===== config.mk =====
export PLATFORM = sky130hd
export DESIGN_NAME = interval_list_gap_approximation_flat
export DESIGN_NICKNAME = d
export VERILOG_FILES = /design/src/rtl/ilga_pkg.sv /design/src/rtl/ilga_if.sv /design/src/rtl/ilga_slots.sv /design/src/rtl/interval_list_gap_approximation.sv /design/src/flat_wrapper.sv
export SDC_FILE = /design/constraint.sdc
export NUM_CORES = 2
export LEC_CHECK = 0
export ABC_CLOCK_PERIOD_IN_PS = 14450
export BUFFER_PORTS_ARGS = -buffer_cell sky130_fd_sc_hd__buf_2
export CORE_ASPECT_RATIO = 1.5
export CORE_MARGIN = 1
export CORE_UTILIZATION = 53
export CTS_BUF_LIST = sky130_fd_sc_hd__clkbuf_8 sky130_fd_sc_hd__clkbuf_16
export CTS_CLUSTER_SIZE = 24
export DETAILED_ROUTE_END_ITERATION = 6
export PLACE_DENSITY_LB_ADDON = 0.05
export SLEW_MARGIN = 25
export SYNTH_ARGS = -nofsm -noshare
export SYNTH_HDL_FRONTEND = slang
export SYNTH_HIERARCHICAL = 1
export SYNTH_SLANG_ARGS = --single-unit

===== constraint.sdc =====
create_clock -name clock -period 14.45 [get_ports clock]
set_input_delay 2.1675 -clock clock [delete_from_list [all_inputs] [get_ports clock]]
set_output_delay 2.1675 -clock clock [all_outputs]
set_load 0.01 [all_outputs]

===== src/rtl/ilga_pkg.sv =====
package ilga_pkg;

   localparam int DATA_W     = 32;
   localparam int CSR_DATA_W = 32;
   localparam int CSR_ADDR_W = 3;
   localparam int REG_W      = 5;

   // Bit of the byte address that selects the register word.
   localparam int CSR_SEL_BIT = 2;

   // Register word indexes.
   localparam logic REG_MAX_RECTS_USED = 1'b0;

   localparam logic [REG_W-1:0] MAX_RECTS_USED_RESET = 5'd16;

   typedef enum logic [2:0] {
      ST_IDLE,
      ST_FIRST,
      ST_WALK,
      ST_POST,
      ST_HEAD,
      ST_SCAN,
      ST_EMIT
   } state_type;

   typedef struct packed {
      logic [DATA_W-1:0] size;
      logic [DATA_W-1:0] left_hi;
      logic [DATA_W-1:0] right_lo;
   } gap_data_type;

   typedef struct packed {
      logic en;
      logic valid;
   } slot_wr_type;

endpackage


===== src/rtl/ilga_if.sv =====
interface ilga_req_if;
   logic                                valid;
   logic                                ready;
   logic signed [ilga_pkg::DATA_W-1:0] entry_lo;
   logic signed [ilga_pkg::DATA_W-1:0] entry_hi;
   logic                                entry_last;

   modport source (output valid, output entry_lo, output entry_hi, output entry_last,
                   input ready);
   modport sink (input valid, input entry_lo, input entry_hi, input entry_last,
                 output ready);
endinterface

interface ilga_rsp_if;
   logic                                valid;
   logic                                ready;
   logic signed [ilga_pkg::DATA_W-1:0] out_lo;
   logic signed [ilga_pkg::DATA_W-1:0] out_hi;
   logic                                out_last;

   modport source (output valid, output out_lo, output out_hi, output out_last,
                   input ready);
   modport sink (input valid, input out_lo, input out_hi, input out_last,
                 output ready);
endinterface


===== src/rtl/ilga_slots.sv =====
// Kept-gap store: one read port and one write port, with a valid bit per slot.
// A slot that is not valid reads as size zero.
module ilga_slots #(
   parameter int SLOTS = 15,
   parameter int POS_W = 16,
   parameter int IDX_W = 4
) (
   input  logic                   clock,
   input  logic                   reset,
   input  logic                   clear,
   input  logic [IDX_W-1:0]       rd_idx,
   output logic                   rd_valid,
   output ilga_pkg::gap_data_type rd_data,
   output logic [POS_W-1:0]       rd_pos,
   input  ilga_pkg::slot_wr_type  wr_ctl,
   input  logic [IDX_W-1:0]       wr_idx,
   input  ilga_pkg::gap_data_type wr_data,
   input  logic [POS_W-1:0]       wr_pos
);

   localparam int SIW = (SLOTS > 1) ? $clog2(SLOTS) : 1;

   logic [SLOTS-1:0]       valid_ff;
   logic [SLOTS-1:0]       valid_in;
   ilga_pkg::gap_data_type data_ff [SLOTS];
   logic [POS_W-1:0]       pos_ff [SLOTS];
   logic                   rd_in_range;
   logic [SIW-1:0]         rd_sel;
   logic [SIW-1:0]         wr_sel;

   assign rd_sel      = rd_idx[SIW-1:0];
   assign wr_sel      = wr_idx[SIW-1:0];
   assign rd_in_range = (32'(rd_idx) < SLOTS);

   always_comb begin
      valid_in = valid_ff;
      if (clear) begin
         valid_in = '0;
      end else if (wr_ctl.en) begin
         valid_in[wr_sel] = wr_ctl.valid;
      end
   end

   always_ff @(posedge clock) begin
      if (reset) begin
         valid_ff <= '0;
      end else begin
         valid_ff <= valid_in;
      end
   end

   always_ff @(posedge clock) begin
      if (wr_ctl.en) begin
         data_ff[wr_sel] <= wr_data;
         pos_ff[wr_sel]  <= wr_pos;
      end
   end

   always_comb begin
      rd_valid = 1'b0;
      rd_data  = '0;
      rd_pos   = '0;
      if (rd_in_range) begin
         rd_valid = valid_ff[rd_sel];
         rd_pos   = pos_ff[rd_sel];
         if (valid_ff[rd_sel]) begin
            rd_data = data_ff[rd_sel];
         end
      end
   end

endmodule


===== src/rtl/interval_list_gap_approximation.sv =====
// Channel   Dir  Handshake      Payload
// req_chan  in   valid/ready    entry_lo, entry_hi, entry_last
// rsp_chan  out  valid/ready    out_lo, out_hi, out_last
// csr_*     in   APB write/read max_rects_used at byte address 0
//
// A non-final interval that opens the list only records its bounds; any other one has its gap
// walked up the k = M-1 slots, one per cycle by the insertion sequencer, while the gap is larger.
// A final interval then emits results from the stored heads if the list has at most M entries;
// otherwise each result follows a scan over the k slots of the slot store.
// Reset is synchronous; no clearing pass is needed, slot valid bits clear at once.
// A waiting result never blocks intake of the next interval until a new result is due.
module interval_list_gap_approximation #(
   parameter int MAX_RECTS   = 16,
   parameter int MAX_ENTRIES = 65535
) (
   input  logic                               clock,
   input  logic                               reset,
   ilga_req_if.sink                           req_chan,
   ilga_rsp_if.source                         rsp_chan,
   input  logic                               csr_psel,
   input  logic                               csr_penable,
   input  logic                               csr_pwrite,
   input  logic [ilga_pkg::CSR_ADDR_W-1:0]    csr_paddr,
   input  logic [ilga_pkg::CSR_DATA_W-1:0]    csr_pwdata,
   output logic [ilga_pkg::CSR_DATA_W-1:0]    csr_prdata,
   output logic                               csr_pready
);

   localparam int SLOTS = MAX_RECTS - 1;
   localparam int SIW   = (SLOTS > 1) ? $clog2(SLOTS) : 1;
   localparam int CW    = $clog2(SLOTS + 1);
   localparam int HW    = $clog2(MAX_RECTS);
   localparam int NW    = $clog2(MAX_ENTRIES + 1);
   localparam int DW    = ilga_pkg::DATA_W;

   ilga_pkg::state_type state_ff, state_in;

   logic [ilga_pkg::REG_W-1:0] max_rects_ff;
   logic                       csr_write;

   logic [DW-1:0]    head_lo_ff [MAX_RECTS];
   logic [DW-1:0]    head_hi_ff [MAX_RECTS];
   logic             head_we;

   logic [DW-1:0]    first_lo_ff, first_lo_in;
   logic [DW-1:0]    prev_hi_ff, prev_hi_in;
   logic [NW-1:0]    count_ff, count_in;
   logic             last_ff, last_in;
   logic [DW-1:0]    gap_ff, gap_in;
   logic [NW-1:0]    pos_ff, pos_in;
   logic [DW-1:0]    lhi_ff, lhi_in;
   logic [DW-1:0]    rlo_ff, rlo_in;
   logic [CW-1:0]    j_ff, j_in;
   logic [HW-1:0]    o_ff, o_in;
   logic [SLOTS-1:0] em_ff, em_in;
   logic             found_ff, found_in;
   logic [SIW-1:0]   best_ff, best_in;
   logic [NW-1:0]    best_pos_ff, best_pos_in;
   logic [DW-1:0]    best_rlo_ff, best_rlo_in;
   logic [DW-1:0]    best_lhi_ff, best_lhi_in;
   logic [DW-1:0]    cur_lo_ff, cur_lo_in;

   logic             rsp_valid_ff, rsp_valid_in;
   logic [DW-1:0]    rsp_lo_ff, rsp_lo_in;
   logic [DW-1:0]    rsp_hi_ff, rsp_hi_in;
   logic             rsp_last_ff, rsp_last_in;

   logic [CW-1:0]          k;
   logic                   list_short;
   logic                   accept;
   logic                   out_free;
   logic [DW:0]            diff;
   logic [CW-1:0]          nxt;
   logic                   cand_less;
   logic                   clear_list;

   logic [CW-1:0]          rd_idx;
   logic                   rd_valid;
   ilga_pkg::gap_data_type rd_data;
   logic [NW-1:0]          rd_pos;
   ilga_pkg::slot_wr_type  wr_ctl;
   ilga_pkg::gap_data_type wr_data;
   logic [NW-1:0]          wr_pos;

   ilga_slots #(
      .SLOTS (SLOTS),
      .POS_W (NW),
      .IDX_W (CW)
   ) u_slots (
      .clock    (clock),
      .reset    (reset),
      .clear    (clear_list),
      .rd_idx   (rd_idx),
      .rd_valid (rd_valid),
      .rd_data  (rd_data),
      .rd_pos   (rd_pos),
      .wr_ctl   (wr_ctl),
      .wr_idx   (j_ff),
      .wr_data  (wr_data),
      .wr_pos   (wr_pos)
   );

   // Configuration port.
   assign csr_pready = 1'b1;
   assign csr_write  = csr_psel && csr_penable && csr_pwrite &&
                       (csr_paddr[ilga_pkg::CSR_SEL_BIT] == ilga_pkg::REG_MAX_RECTS_USED);

   always_comb begin
      csr_prdata = '0;
      if (csr_paddr[ilga_pkg::CSR_SEL_BIT] == ilga_pkg::REG_MAX_RECTS_USED) begin
         csr_prdata = {{(ilga_pkg::CSR_DATA_W-ilga_pkg::REG_W){1'b0}}, max_rects_ff};
      end
   end

   always_ff @(posedge clock) begin
      if (reset) begin
         max_rects_ff <= ilga_pkg::MAX_RECTS_USED_RESET;
      end else if (csr_write) begin
         max_rects_ff <= csr_pwdata[ilga_pkg::REG_W-1:0];
      end
   end

   // Number of usable slots, one less than the clamped interval limit.
   always_comb begin
      if (max_rects_ff < 5'd2) begin
         k = CW'(1);
      end else if (32'(max_rects_ff) > MAX_RECTS) begin
         k = CW'(SLOTS);
      end else begin
         k = CW'(max_rects_ff - 5'd1);
      end
   end

   assign list_short = (32'(count_ff) <= 32'(k) + 32'd1);

   assign accept   = req_chan.valid && req_chan.ready;
   assign out_free = !rsp_valid_ff || rsp_chan.ready;
   assign diff     = {req_chan.entry_lo[DW-1], req_chan.entry_lo} -
                     {prev_hi_ff[DW-1], prev_hi_ff};
   assign nxt      = j_ff + CW'(1);

   // Position order: position, then right bound, then left bound (both signed).
   assign cand_less = (rd_pos < best_pos_ff) ||
                      ((rd_pos == best_pos_ff) &&
                       (($signed(rd_data.right_lo) < $signed(best_rlo_ff)) ||
                        ((rd_data.right_lo == best_rlo_ff) &&
                         ($signed(rd_data.left_hi) < $signed(best_lhi_ff)))));

   always_comb begin
      state_in     = state_ff;
      first_lo_in  = first_lo_ff;
      prev_hi_in   = prev_hi_ff;
      count_in     = count_ff;
      last_in      = last_ff;
      gap_in       = gap_ff;
      pos_in       = pos_ff;
      lhi_in       = lhi_ff;
      rlo_in       = rlo_ff;
      j_in         = j_ff;
      o_in         = o_ff;
      em_in        = em_ff;
      found_in     = found_ff;
      best_in      = best_ff;
      best_pos_in  = best_pos_ff;
      best_rlo_in  = best_rlo_ff;
      best_lhi_in  = best_lhi_ff;
      cur_lo_in    = cur_lo_ff;
      rsp_valid_in = rsp_valid_ff && !rsp_chan.ready;
      rsp_lo_in    = rsp_lo_ff;
      rsp_hi_in    = rsp_hi_ff;
      rsp_last_in  = rsp_last_ff;
      req_chan.ready = 1'b0;
      head_we      = 1'b0;
      clear_list   = 1'b0;
      rd_idx       = '0;
      wr_ctl       = '0;
      wr_data      = rd_data;
      wr_pos       = rd_pos;

      unique case (state_ff)
         ilga_pkg::ST_IDLE: begin
            req_chan.ready = 1'b1;
            if (accept) begin
               head_we    = (32'(count_ff) < MAX_RECTS);
               last_in    = req_chan.entry_last;
               prev_hi_in = req_chan.entry_hi;
               if (32'(count_ff) < MAX_ENTRIES) begin
                  count_in = count_ff + NW'(1);
               end
               if (count_ff == '0) begin
                  first_lo_in = req_chan.entry_lo;
                  state_in    = ilga_pkg::ST_POST;
               end else begin
                  // A negative difference counts as an empty gap.
                  gap_in   = diff[DW] ? '0 : diff[DW-1:0];
                  pos_in   = count_ff;
                  lhi_in   = prev_hi_ff;
                  rlo_in   = req_chan.entry_lo;
                  state_in = ilga_pkg::ST_FIRST;
               end
            end
         end

         ilga_pkg::ST_FIRST: begin
            rd_idx = '0;
            j_in   = '0;
            if (gap_ff > rd_data.size) begin
               state_in = ilga_pkg::ST_WALK;
            end else begin
               state_in = ilga_pkg::ST_POST;
            end
         end

         ilga_pkg::ST_WALK: begin
            rd_idx = nxt;
            wr_ctl.en = 1'b1;
            if ((nxt < k) && (gap_ff > rd_data.size)) begin
               // Slide the smaller neighbor down one slot and keep walking.
               wr_ctl.valid = rd_valid;
               j_in         = nxt;
            end else begin
               wr_ctl.valid = 1'b1;
               wr_data      = '{size: gap_ff, left_hi: lhi_ff, right_lo: rlo_ff};
               wr_pos       = pos_ff;
               state_in     = ilga_pkg::ST_POST;
            end
         end

         ilga_pkg::ST_POST: begin
            if (!last_ff) begin
               state_in = ilga_pkg::ST_IDLE;
            end else if (list_short) begin
               o_in     = '0;
               state_in = ilga_pkg::ST_HEAD;
            end else begin
               cur_lo_in = first_lo_ff;
               j_in      = '0;
               found_in  = 1'b0;
               state_in  = ilga_pkg::ST_SCAN;
            end
         end

         ilga_pkg::ST_HEAD: begin
            if (out_free) begin
               rsp_valid_in = 1'b1;
               rsp_lo_in    = head_lo_ff[o_ff];
               rsp_hi_in    = head_hi_ff[o_ff];
               rsp_last_in  = (32'(o_ff) + 32'd1 == 32'(count_ff));
               if (rsp_last_in) begin
                  clear_list = 1'b1;
                  state_in   = ilga_pkg::ST_IDLE;
               end else begin
                  o_in = o_ff + HW'(1);
               end
            end
         end

         ilga_pkg::ST_SCAN: begin
            rd_idx = j_ff;
            // Strict compare keeps the lowest slot among equal keys.
            if (rd_valid && !em_ff[j_ff[SIW-1:0]] && (!found_ff || cand_less)) begin
               found_in    = 1'b1;
               best_in     = j_ff[SIW-1:0];
               best_pos_in = rd_pos;
               best_rlo_in = rd_data.right_lo;
               best_lhi_in = rd_data.left_hi;
            end
            if (32'(j_ff) + 32'd1 == 32'(k)) begin
               state_in = ilga_pkg::ST_EMIT;
            end else begin
               j_in = nxt;
            end
         end

         ilga_pkg::ST_EMIT: begin
            if (out_free) begin
               rsp_valid_in = 1'b1;
               rsp_lo_in    = cur_lo_ff;
               if (found_ff) begin
                  rsp_hi_in      = best_lhi_ff;
                  rsp_last_in    = 1'b0;
                  em_in[best_ff] = 1'b1;
                  cur_lo_in      = best_rlo_ff;
                  j_in           = '0;
                  found_in       = 1'b0;
                  state_in       = ilga_pkg::ST_SCAN;
               end else begin
                  rsp_hi_in   = prev_hi_ff;
                  rsp_last_in = 1'b1;
                  clear_list  = 1'b1;
                  state_in    = ilga_pkg::ST_IDLE;
               end
            end
         end

         default: begin
            state_in = ilga_pkg::ST_IDLE;
         end
      endcase

      if (clear_list) begin
         first_lo_in = '0;
         prev_hi_in  = '0;
         count_in    = '0;
         em_in       = '0;
      end
   end

   always_ff @(posedge clock) begin
      if (reset) begin
         state_ff     <= ilga_pkg::ST_IDLE;
         first_lo_ff  <= '0;
         prev_hi_ff   <= '0;
         count_ff     <= '0;
         em_ff        <= '0;
         found_ff     <= 1'b0;
         rsp_valid_ff <= 1'b0;
      end else begin
         state_ff     <= state_in;
         first_lo_ff  <= first_lo_in;
         prev_hi_ff   <= prev_hi_in;
         count_ff     <= count_in;
         em_ff        <= em_in;
         found_ff     <= found_in;
         rsp_valid_ff <= rsp_valid_in;
      end
   end

   always_ff @(posedge clock) begin
      last_ff     <= last_in;
      gap_ff      <= gap_in;
      pos_ff      <= pos_in;
      lhi_ff      <= lhi_in;
      rlo_ff      <= rlo_in;
      j_ff        <= j_in;
      o_ff        <= o_in;
      best_ff     <= best_in;
      best_pos_ff <= best_pos_in;
      best_rlo_ff <= best_rlo_in;
      best_lhi_ff <= best_lhi_in;
      cur_lo_ff   <= cur_lo_in;
      rsp_lo_ff   <= rsp_lo_in;
      rsp_hi_ff   <= rsp_hi_in;
      rsp_last_ff <= rsp_last_in;
   end

   always_ff @(posedge clock) begin
      if (head_we) begin
         head_lo_ff[HW'(count_ff)] <= req_chan.entry_lo;
         head_hi_ff[HW'(count_ff)] <= req_chan.entry_hi;
      end
   end

   assign rsp_chan.valid    = rsp_valid_ff;
   assign rsp_chan.out_lo   = rsp_lo_ff;
   assign rsp_chan.out_hi   = rsp_hi_ff;
   assign rsp_chan.out_last = rsp_last_ff;

endmodule


===== src/flat_wrapper.sv =====
// flat-port wrapper written by rule: the top's interface ports become plain ports
module interval_list_gap_approximation_flat 
#(
   parameter int MAX_RECTS   = 16,
   parameter int MAX_ENTRIES = 65535
)
  (clock, reset, csr_psel, csr_penable, csr_pwrite, csr_paddr, csr_pwdata, csr_prdata, csr_pready, req_chan_valid, req_chan_entry_lo, req_chan_entry_hi, req_chan_entry_last, req_chan_ready, rsp_chan_valid, rsp_chan_out_lo, rsp_chan_out_hi, rsp_chan_out_last, rsp_chan_ready);
  ilga_req_if req_chan_i ();
  ilga_rsp_if rsp_chan_i ();
  input  logic clock;
  input  logic reset;
  input  logic csr_psel;
  input  logic csr_penable;
  input  logic csr_pwrite;
  input  logic [ilga_pkg::CSR_ADDR_W-1:0] csr_paddr;
  input  logic [ilga_pkg::CSR_DATA_W-1:0] csr_pwdata;
  output logic [ilga_pkg::CSR_DATA_W-1:0] csr_prdata;
  output logic csr_pready;
  input wire logic [$bits(req_chan_i.valid)-1:0] req_chan_valid;
  input wire logic [$bits(req_chan_i.entry_lo)-1:0] req_chan_entry_lo;
  input wire logic [$bits(req_chan_i.entry_hi)-1:0] req_chan_entry_hi;
  input wire logic [$bits(req_chan_i.entry_last)-1:0] req_chan_entry_last;
  output wire logic [$bits(req_chan_i.ready)-1:0] req_chan_ready;
  output wire logic [$bits(rsp_chan_i.valid)-1:0] rsp_chan_valid;
  output wire logic [$bits(rsp_chan_i.out_lo)-1:0] rsp_chan_out_lo;
  output wire logic [$bits(rsp_chan_i.out_hi)-1:0] rsp_chan_out_hi;
  output wire logic [$bits(rsp_chan_i.out_last)-1:0] rsp_chan_out_last;
  input wire logic [$bits(rsp_chan_i.ready)-1:0] rsp_chan_ready;
  assign req_chan_i.valid = req_chan_valid;
  assign req_chan_i.entry_lo = req_chan_entry_lo;
  assign req_chan_i.entry_hi = req_chan_entry_hi;
  assign req_chan_i.entry_last = req_chan_entry_last;
  assign req_chan_ready = req_chan_i.ready;
  assign rsp_chan_valid = rsp_chan_i.valid;
  assign rsp_chan_out_lo = rsp_chan_i.out_lo;
  assign rsp_chan_out_hi = rsp_chan_i.out_hi;
  assign rsp_chan_out_last = rsp_chan_i.out_last;
  assign rsp_chan_i.ready = rsp_chan_ready;
  interval_list_gap_approximation #(.MAX_RECTS(MAX_RECTS), .MAX_ENTRIES(MAX_ENTRIES)) u_core (.clock(clock), .reset(reset), .req_chan(req_chan_i), .rsp_chan(rsp_chan_i), .csr_psel(csr_psel), .csr_penable(csr_penable), .csr_pwrite(csr_pwrite), .csr_paddr(csr_paddr), .csr_pwdata(csr_pwdata), .csr_prdata(csr_prdata), .csr_pready(csr_pready));
endmodule

[After elaboration in Yosys (flattened, before gate mapping)]
Memories as Yosys holds them, arrays and structs flattened. A register that Yosys moved wholly into a read port is not among the register bits.
Index checks and enable logic that the tools add are counted.
W data, S select, Z words.
Cells by class
  $lt $le $gt $ge: 16
  bitwise operators: 3
  shift operators: 0
  muxes and demuxes: 83
  $mul: 0
  add/sub/neg operators: 8
  divide/modulo/power cells: 0
  reductions and logical operators: 41
  eq/ne operators: 24
Operators with widths (number)
  $mux W96: 4
  $mux W32: 9
  $pmux W32 S2: 3
  $lt A32 B32 Y1: 2
  $mux W4: 14
  $mux W16: 3
  $sub A32 B32 Y33: 1
  $eq A32 B16 Y1: 1
  $eq A32 B32 Y1: 1
  $eq A32 B4 Y1: 1
  $gt A32 B32 Y1: 1
  $le A16 B32 Y1: 1
  $mux W1: 27
  $mux W3: 8
  $pmux W3 S7: 1
  $ne A2 B1 Y1 const B: 10
  $pmux W4 S5: 1
  $add A16 B1 Y16 const B: 1
  $eq A16 B16 Y1: 1
  $logic_not A16 Y1: 1
  $lt A16 B16 Y1: 1
  $lt A16 B16 Y1 const B: 1
  $lt A16 B5 Y1 const B: 1
  $pmux W4 S2: 2
  35 further kinds: 79
Word-level totals
  logic and storage cells: 203
  memories: 4
  bits in registers: 422
  bits in writable memories: 2704
  bits of input ports: 107
  latch bits: 0
  ROM bits: 0
  output and inout port bits: 100
Memory list
  u_core.u_slots.data_ff: depth 15, width 96, read ports 1, clocked after Yosys merged registers in 0, write ports 1, line ilga_slots.sv:25  | ilga_pkg::gap_data_type data_ff [SLOTS];
  u_core.head_hi_ff: depth 16, width 32, read ports 1, clocked after Yosys merged registers in 1, write ports 1, line interval_list_gap_approximation.sv:42  | logic [DW-1:0] head_hi_ff [MAX_RECTS];
  u_core.head_lo_ff: depth 16, width 32, read ports 1, clocked after Yosys merged registers in 1, write ports 1, line interval_list_gap_approximation.sv:41  | logic [DW-1:0] head_lo_ff [MAX_RECTS];
  u_core.u_slots.pos_ff: depth 15, width 16, read ports 1, clocked after Yosys merged registers in 0, write ports 1, line ilga_slots.sv:26  | logic [POS_W-1:0] pos_ff [SLOTS];

[Logic depth before layout (Yosys ltp)]
  depth after elaboration: 15
  gate-level depth with buffers: 28

[Modules after synthesis]
The synthesis kept the hierarchy.
By module, submodules not included
  ilga_slots: cells each 3144, area each 64774.6 µm², sequential area each 50748.7 µm², times used 1
  interval_list_gap_approximation: cells each 3416, area each 60332.9 µm², sequential area each 42000.3 µm², times used 1

[Worst setup path before layout]
OpenSTA, ideal clock, no wires.
  kind: reg2reg
  from: reg u_core.state_ff[0]
  to: reg u_core.best_ff[0], enable pin
  data required time: 13.808 ns
  path slack: 3.934 ns
  arrival time: 9.874 ns
  stages on the path, launching flop included: 19
  period minus slack after synthesis: 10.516 ns
  setup time: 0.642 ns
  cell sequence: dfxtp_1 -> clkbuf_1 -> nand2b_1 -> or2_2 -> o21ai_0 -> buf_4 -> buf_2 -> mux4_2 -> mux4_2 -> ha_1 -> nor2b_1 -> o21ai_0 -> nand2b_1 -> a21oi_1 -> o21ai_0 -> nand3_1 -> a21oi_1 -> o21a_1 -> o21ai_0
On the way
  elaborated cells between the ends (all ways): 25
RTL lines
  start, declared: line interval_list_gap_approximation.sv:36  | ilga_pkg::state_type state_ff, state_in;
  start signal, assigned: line interval_list_gap_approximation.sv:311  | state_ff <= ilga_pkg::ST_IDLE;
  start signal, assigned: line interval_list_gap_approximation.sv:319  | state_ff <= state_in;
  $eq A3 B3 Y1 or $eq A3 B2 Y1 (tied branches): line interval_list_gap_approximation.sv:180  | unique case (state_ff)
  $pmux W4 S2 (*): line interval_list_gap_approximation.sv:180
  named net u_core.rd_idx[0]: line interval_list_gap_approximation.sv:77  | logic [CW-1:0] rd_idx;
  $mem_v2 Z15 W16 or $lt A4 B4 Y1 (tied branches)
  $mux W16 (*): line ilga_slots.sv:63  | if (rd_in_range) begin
  named net u_core.rd_pos[1]: line interval_list_gap_approximation.sv:80  | logic [NW-1:0] rd_pos;
  branches (longest 2 deep; another with $lt A16 B16 Y1)
  $logic_or A1 B1 Y1 (*): line interval_list_gap_approximation.sv:143  | assign cand_less = (rd_pos < best_pos_ff) ||
  $logic_or A1 B1 Y1 (*): line interval_list_gap_approximation.sv:261  | if (rd_valid && !em_ff[j_ff[SIW-1:0]] && (!found_ff || cand_less)) begin
  $logic_and A1 B1 Y1 (*): line interval_list_gap_approximation.sv:261
  $reduce_and A2 Y1 (no source line) (*)
  end signal, assigned: line interval_list_gap_approximation.sv:337  | best_ff <= best_in;
  end, declared: line interval_list_gap_approximation.sv:57  | logic [SIW-1:0] best_ff, best_in;
Mark *: on every way through the listed nets, which the timed path passes. The select of a mux whose other input is x is not followed.
A chain may end at the register's enable or synchronous reset.

==> impl_metrics.yaml <==
sta:
  fin_worst_skew_ns: 0.0403
  fmax_mhz: 107
  setup_viol: 0
  slew_violations: 0
  tightest_slew_ns: 1.11
  final.setup.worst_slack_ns: 5.13
  finalSetupTns_ns: 0
  rsz0062_at_grt: "false"
  timing.final.hold_violations: 0
  timing.hold.ws_ns: 0.455
  period_needed_ns: 9.32
  finalCritPeriodShare_pct: 64.5
  slew_headroom_pct: 25.9
floorplanning:
  rows: 218
  die_area_sq_um: 238000
  die_w_um: 399
  ios: 207
  initial_utilization_pct: 53.3
  die_y_um: 597
  fp.coreArea_sq_um: 235000
setup_path:
  path_cells: "nand2b_1 -> or2_2 -> clkinv_1 -> a22o_4 -> buf_4 -> or2_4 -> buf_4 -> o221ai_1 -> a21oi_1 -> nor3_1 -> buf_4 -> ha_1 -> nand3_1 -> nor2_1 -> nand4_1 -> or4_1 -> a2111o_1 -> o31a_1 -> a31oi_1 -> o21ai_0 -> o21ai_4 -> buf_12"
  slowest_delay_ns: 0.73
  cpMostUsedCell: "buf_4"
  path_buf_inv: 5
  cp_slowest_cell: "or2_4"
  cp_top_family: "simple AND/OR/NAND/NOR gates"
  critical_path_required_ns: 14.90
  arrival_ns: 9.77
  crit_path_end_kind: "register"
  worstSetupStartpointType: "register"
  crit_type: "reg -> reg"
  cp_max_fo: 64
detailed_routing:
  drtIter0Drc: 5941
  vias_per_cell: 6.24
  wl_per_cell_um: 31.6
  postRouteWirelength_mm: 321
  drc: 0
  ant_nets: 0
  first_pass_iters: 6
  num_vias: 63200
place:
  placedInstanceArea_sq_um: 130000
  globalplace.congestion: 0.850
  detailedPlace.worstSlack_ns: 5.09
  portBuffers: 149
  hpwl_mm: 182
  dp.cells: 9607
logic_synthesis:
  synth-edff-count: 3006
  synthFlopType: "edfxtp_1"
  synth_area_leaders: "edfxtp_1, mux4_2, mux2i_1"
  synth_top_area_share_pct: 72.2
  synth_area_sq_um: 125000
  synth_cells: 6560
  synth-async-reset-ratio_pct: 0
  synth_top_family_by_area: "multiplexers"
  ys_types: 77
  synthMuxAreaShare_pct: 14.9
  yosys.area_share.xor_xnor_pct: 0.343
  ys_seq_elements: 3130
  yosysTopAreaCell: "edfxtp_1"
  synth_fa_ha_area_share_pct: 1.62
  ys_warn_count: 6
  synth_compound_area_share_pct: 3.91
  synth_simple_gate_area_share_pct: 3.05
  ys_seq_area_share_pct: 74.1
  syn_area_per_cell_sq_um: 19.1
layout:
  final_cell_mix: "edfxtp_1, mux4_2, nand2_1"
  layout_commonest_cell: "edfxtp_1"
  layout-drive-gt1-share_pct: 22.1
  syn_to_final_growth_pct: 11.2
  final_area_sq_um: 139000
  fin_util_pct: 59.2
  fillerInstances: 17200
  finalNonFillerCells: 10100
  final_net_count: 7091
global_route:
  grt_usage_pct: 27.1
  grt_pass1_wl_mm: 458
  grt_pass1_vias: 64300
  antenna_found_initial: 30
  grt_max_degree: 110
  overflow: 0
cts:
  cts.sinks: 3130
  cts_resized: 0
  cts_setup_buffers: 0
  cts_buffer_depth: 4
  clk_pin_slew_ns: 0.07
  cts_buffers: 294
  clk_latency_ns: 0.84
  tritoncts: "yes"
  htreeDepth: 5
  root_buffer: "clkbuf_16"
  ctsHoldBuffers: 0
power_and_ir_drop:
  power_mw: 25.1
  ir_worst_vdd_mv: 0.131
  p_per_area_nw_per_um2: 181
  leakage_nw: 44.9
run_status:
  status: "completed"
min_path:
  hp-class: "reg -> reg"
flow_run:
  maxCapViolations: 0
layout make-up:
type                       instances  area [sq um]  share of cell area [%]
timing repair buffer             310          2100                    1.51
antenna                           16          40.0                  0.0288
clock inverter                   209          1730                    1.25
inverter                         173           652                   0.469
clock buffer                     306          7620                    5.48
sequential                      3130         92800                    66.7
multi-input combinational       2914         30300                    21.8
tap                             3080          3850                    2.77
worst paths after layout:
check	slack (ns)	depth (start not counted)	endpoint	startpoint
setup / recovery	5.13	22	u_core/best_rlo_ff[27]$_DFFE_PP_	u_core/state_ff[1]$_SDFFE_PP0P_
hold / removal	0.46	2	u_core/first_lo_ff[0]$_SDFFE_PP0P_	u_core/first_lo_ff[0]$_SDFFE_PP0P_
setup reg to reg	5.13	22	u_core/best_rlo_ff[27]$_DFFE_PP_	u_core/state_ff[1]$_SDFFE_PP0P_
hold reg to reg	0.46	2	u_core/first_lo_ff[0]$_SDFFE_PP0P_	u_core/first_lo_ff[0]$_SDFFE_PP0P_
sequential cells by signal, indices dropped and copies added, names as in the netlist, 240 cells and up, named ones only:
name                    flops
u_core/head_lo_ff         512
u_core/head_hi_ff         512
u_core/u_slots/pos_ff     240
u_core/u_slots/data_ff   1440
layer usage:
layer | GRT usage [%] | wire length (um)
met5 | 0 | 134
met4 | 6.73 | 8120
met3 | 3.63 | 19000
met2 | 46.6 | 166000
met1 | 36.4 | 128000
worst register-to-register path, stage by stage, from the launching register on:
cell	delay, ns
dfxtp_1	0.60
nand2b_1	0.12
or2_2	0.37
clkinv_1	0.29
a22o_4	0.58
buf_4	0.58
or2_4	0.76
buf_4	0.68
o221ai_1	0.26
a21oi_1	0.18
nor3_1	0.08
buf_4	0.20
ha_1	0.30
nand3_1	0.22
nor2_1	0.48
nand4_1	0.40
or4_1	0.67
a2111o_1	0.39
o31a_1	0.11
a31oi_1	0.23
o21ai_0	0.36
o21ai_4	0.54
buf_12	0.39
power by group:
part	switching, mW	internal [mW]
Sequential	0.230	11.4
Combinational	3.77	2.10
Clock	3.29	4.34
cells in the mapped netlist, types with 85 or more instances:
cell,instances
o21ai_0,234
dfxtp_1,124
inv_1,170
nand2_1,369
mux4_2,614
nor2_1,146
edfxtp_1,3006
nor3_1,90
a21oi_1,252
clkbuf_1,176
ha_1,160
nor2b_1,85
mux2i_1,285
buf_2,100
cells by family after synthesis:
kind of cell | after synthesis
AND/OR/NAND/NOR | 829
flip-flops | 3130
multiplexers | 1049
other | 2
buffers and inverters | 542
XOR/XNOR | 49
adder cells (fa/ha/maj) | 161
AO/OA/AOI/OAI | 798
(Power assumes the default switching activity.)
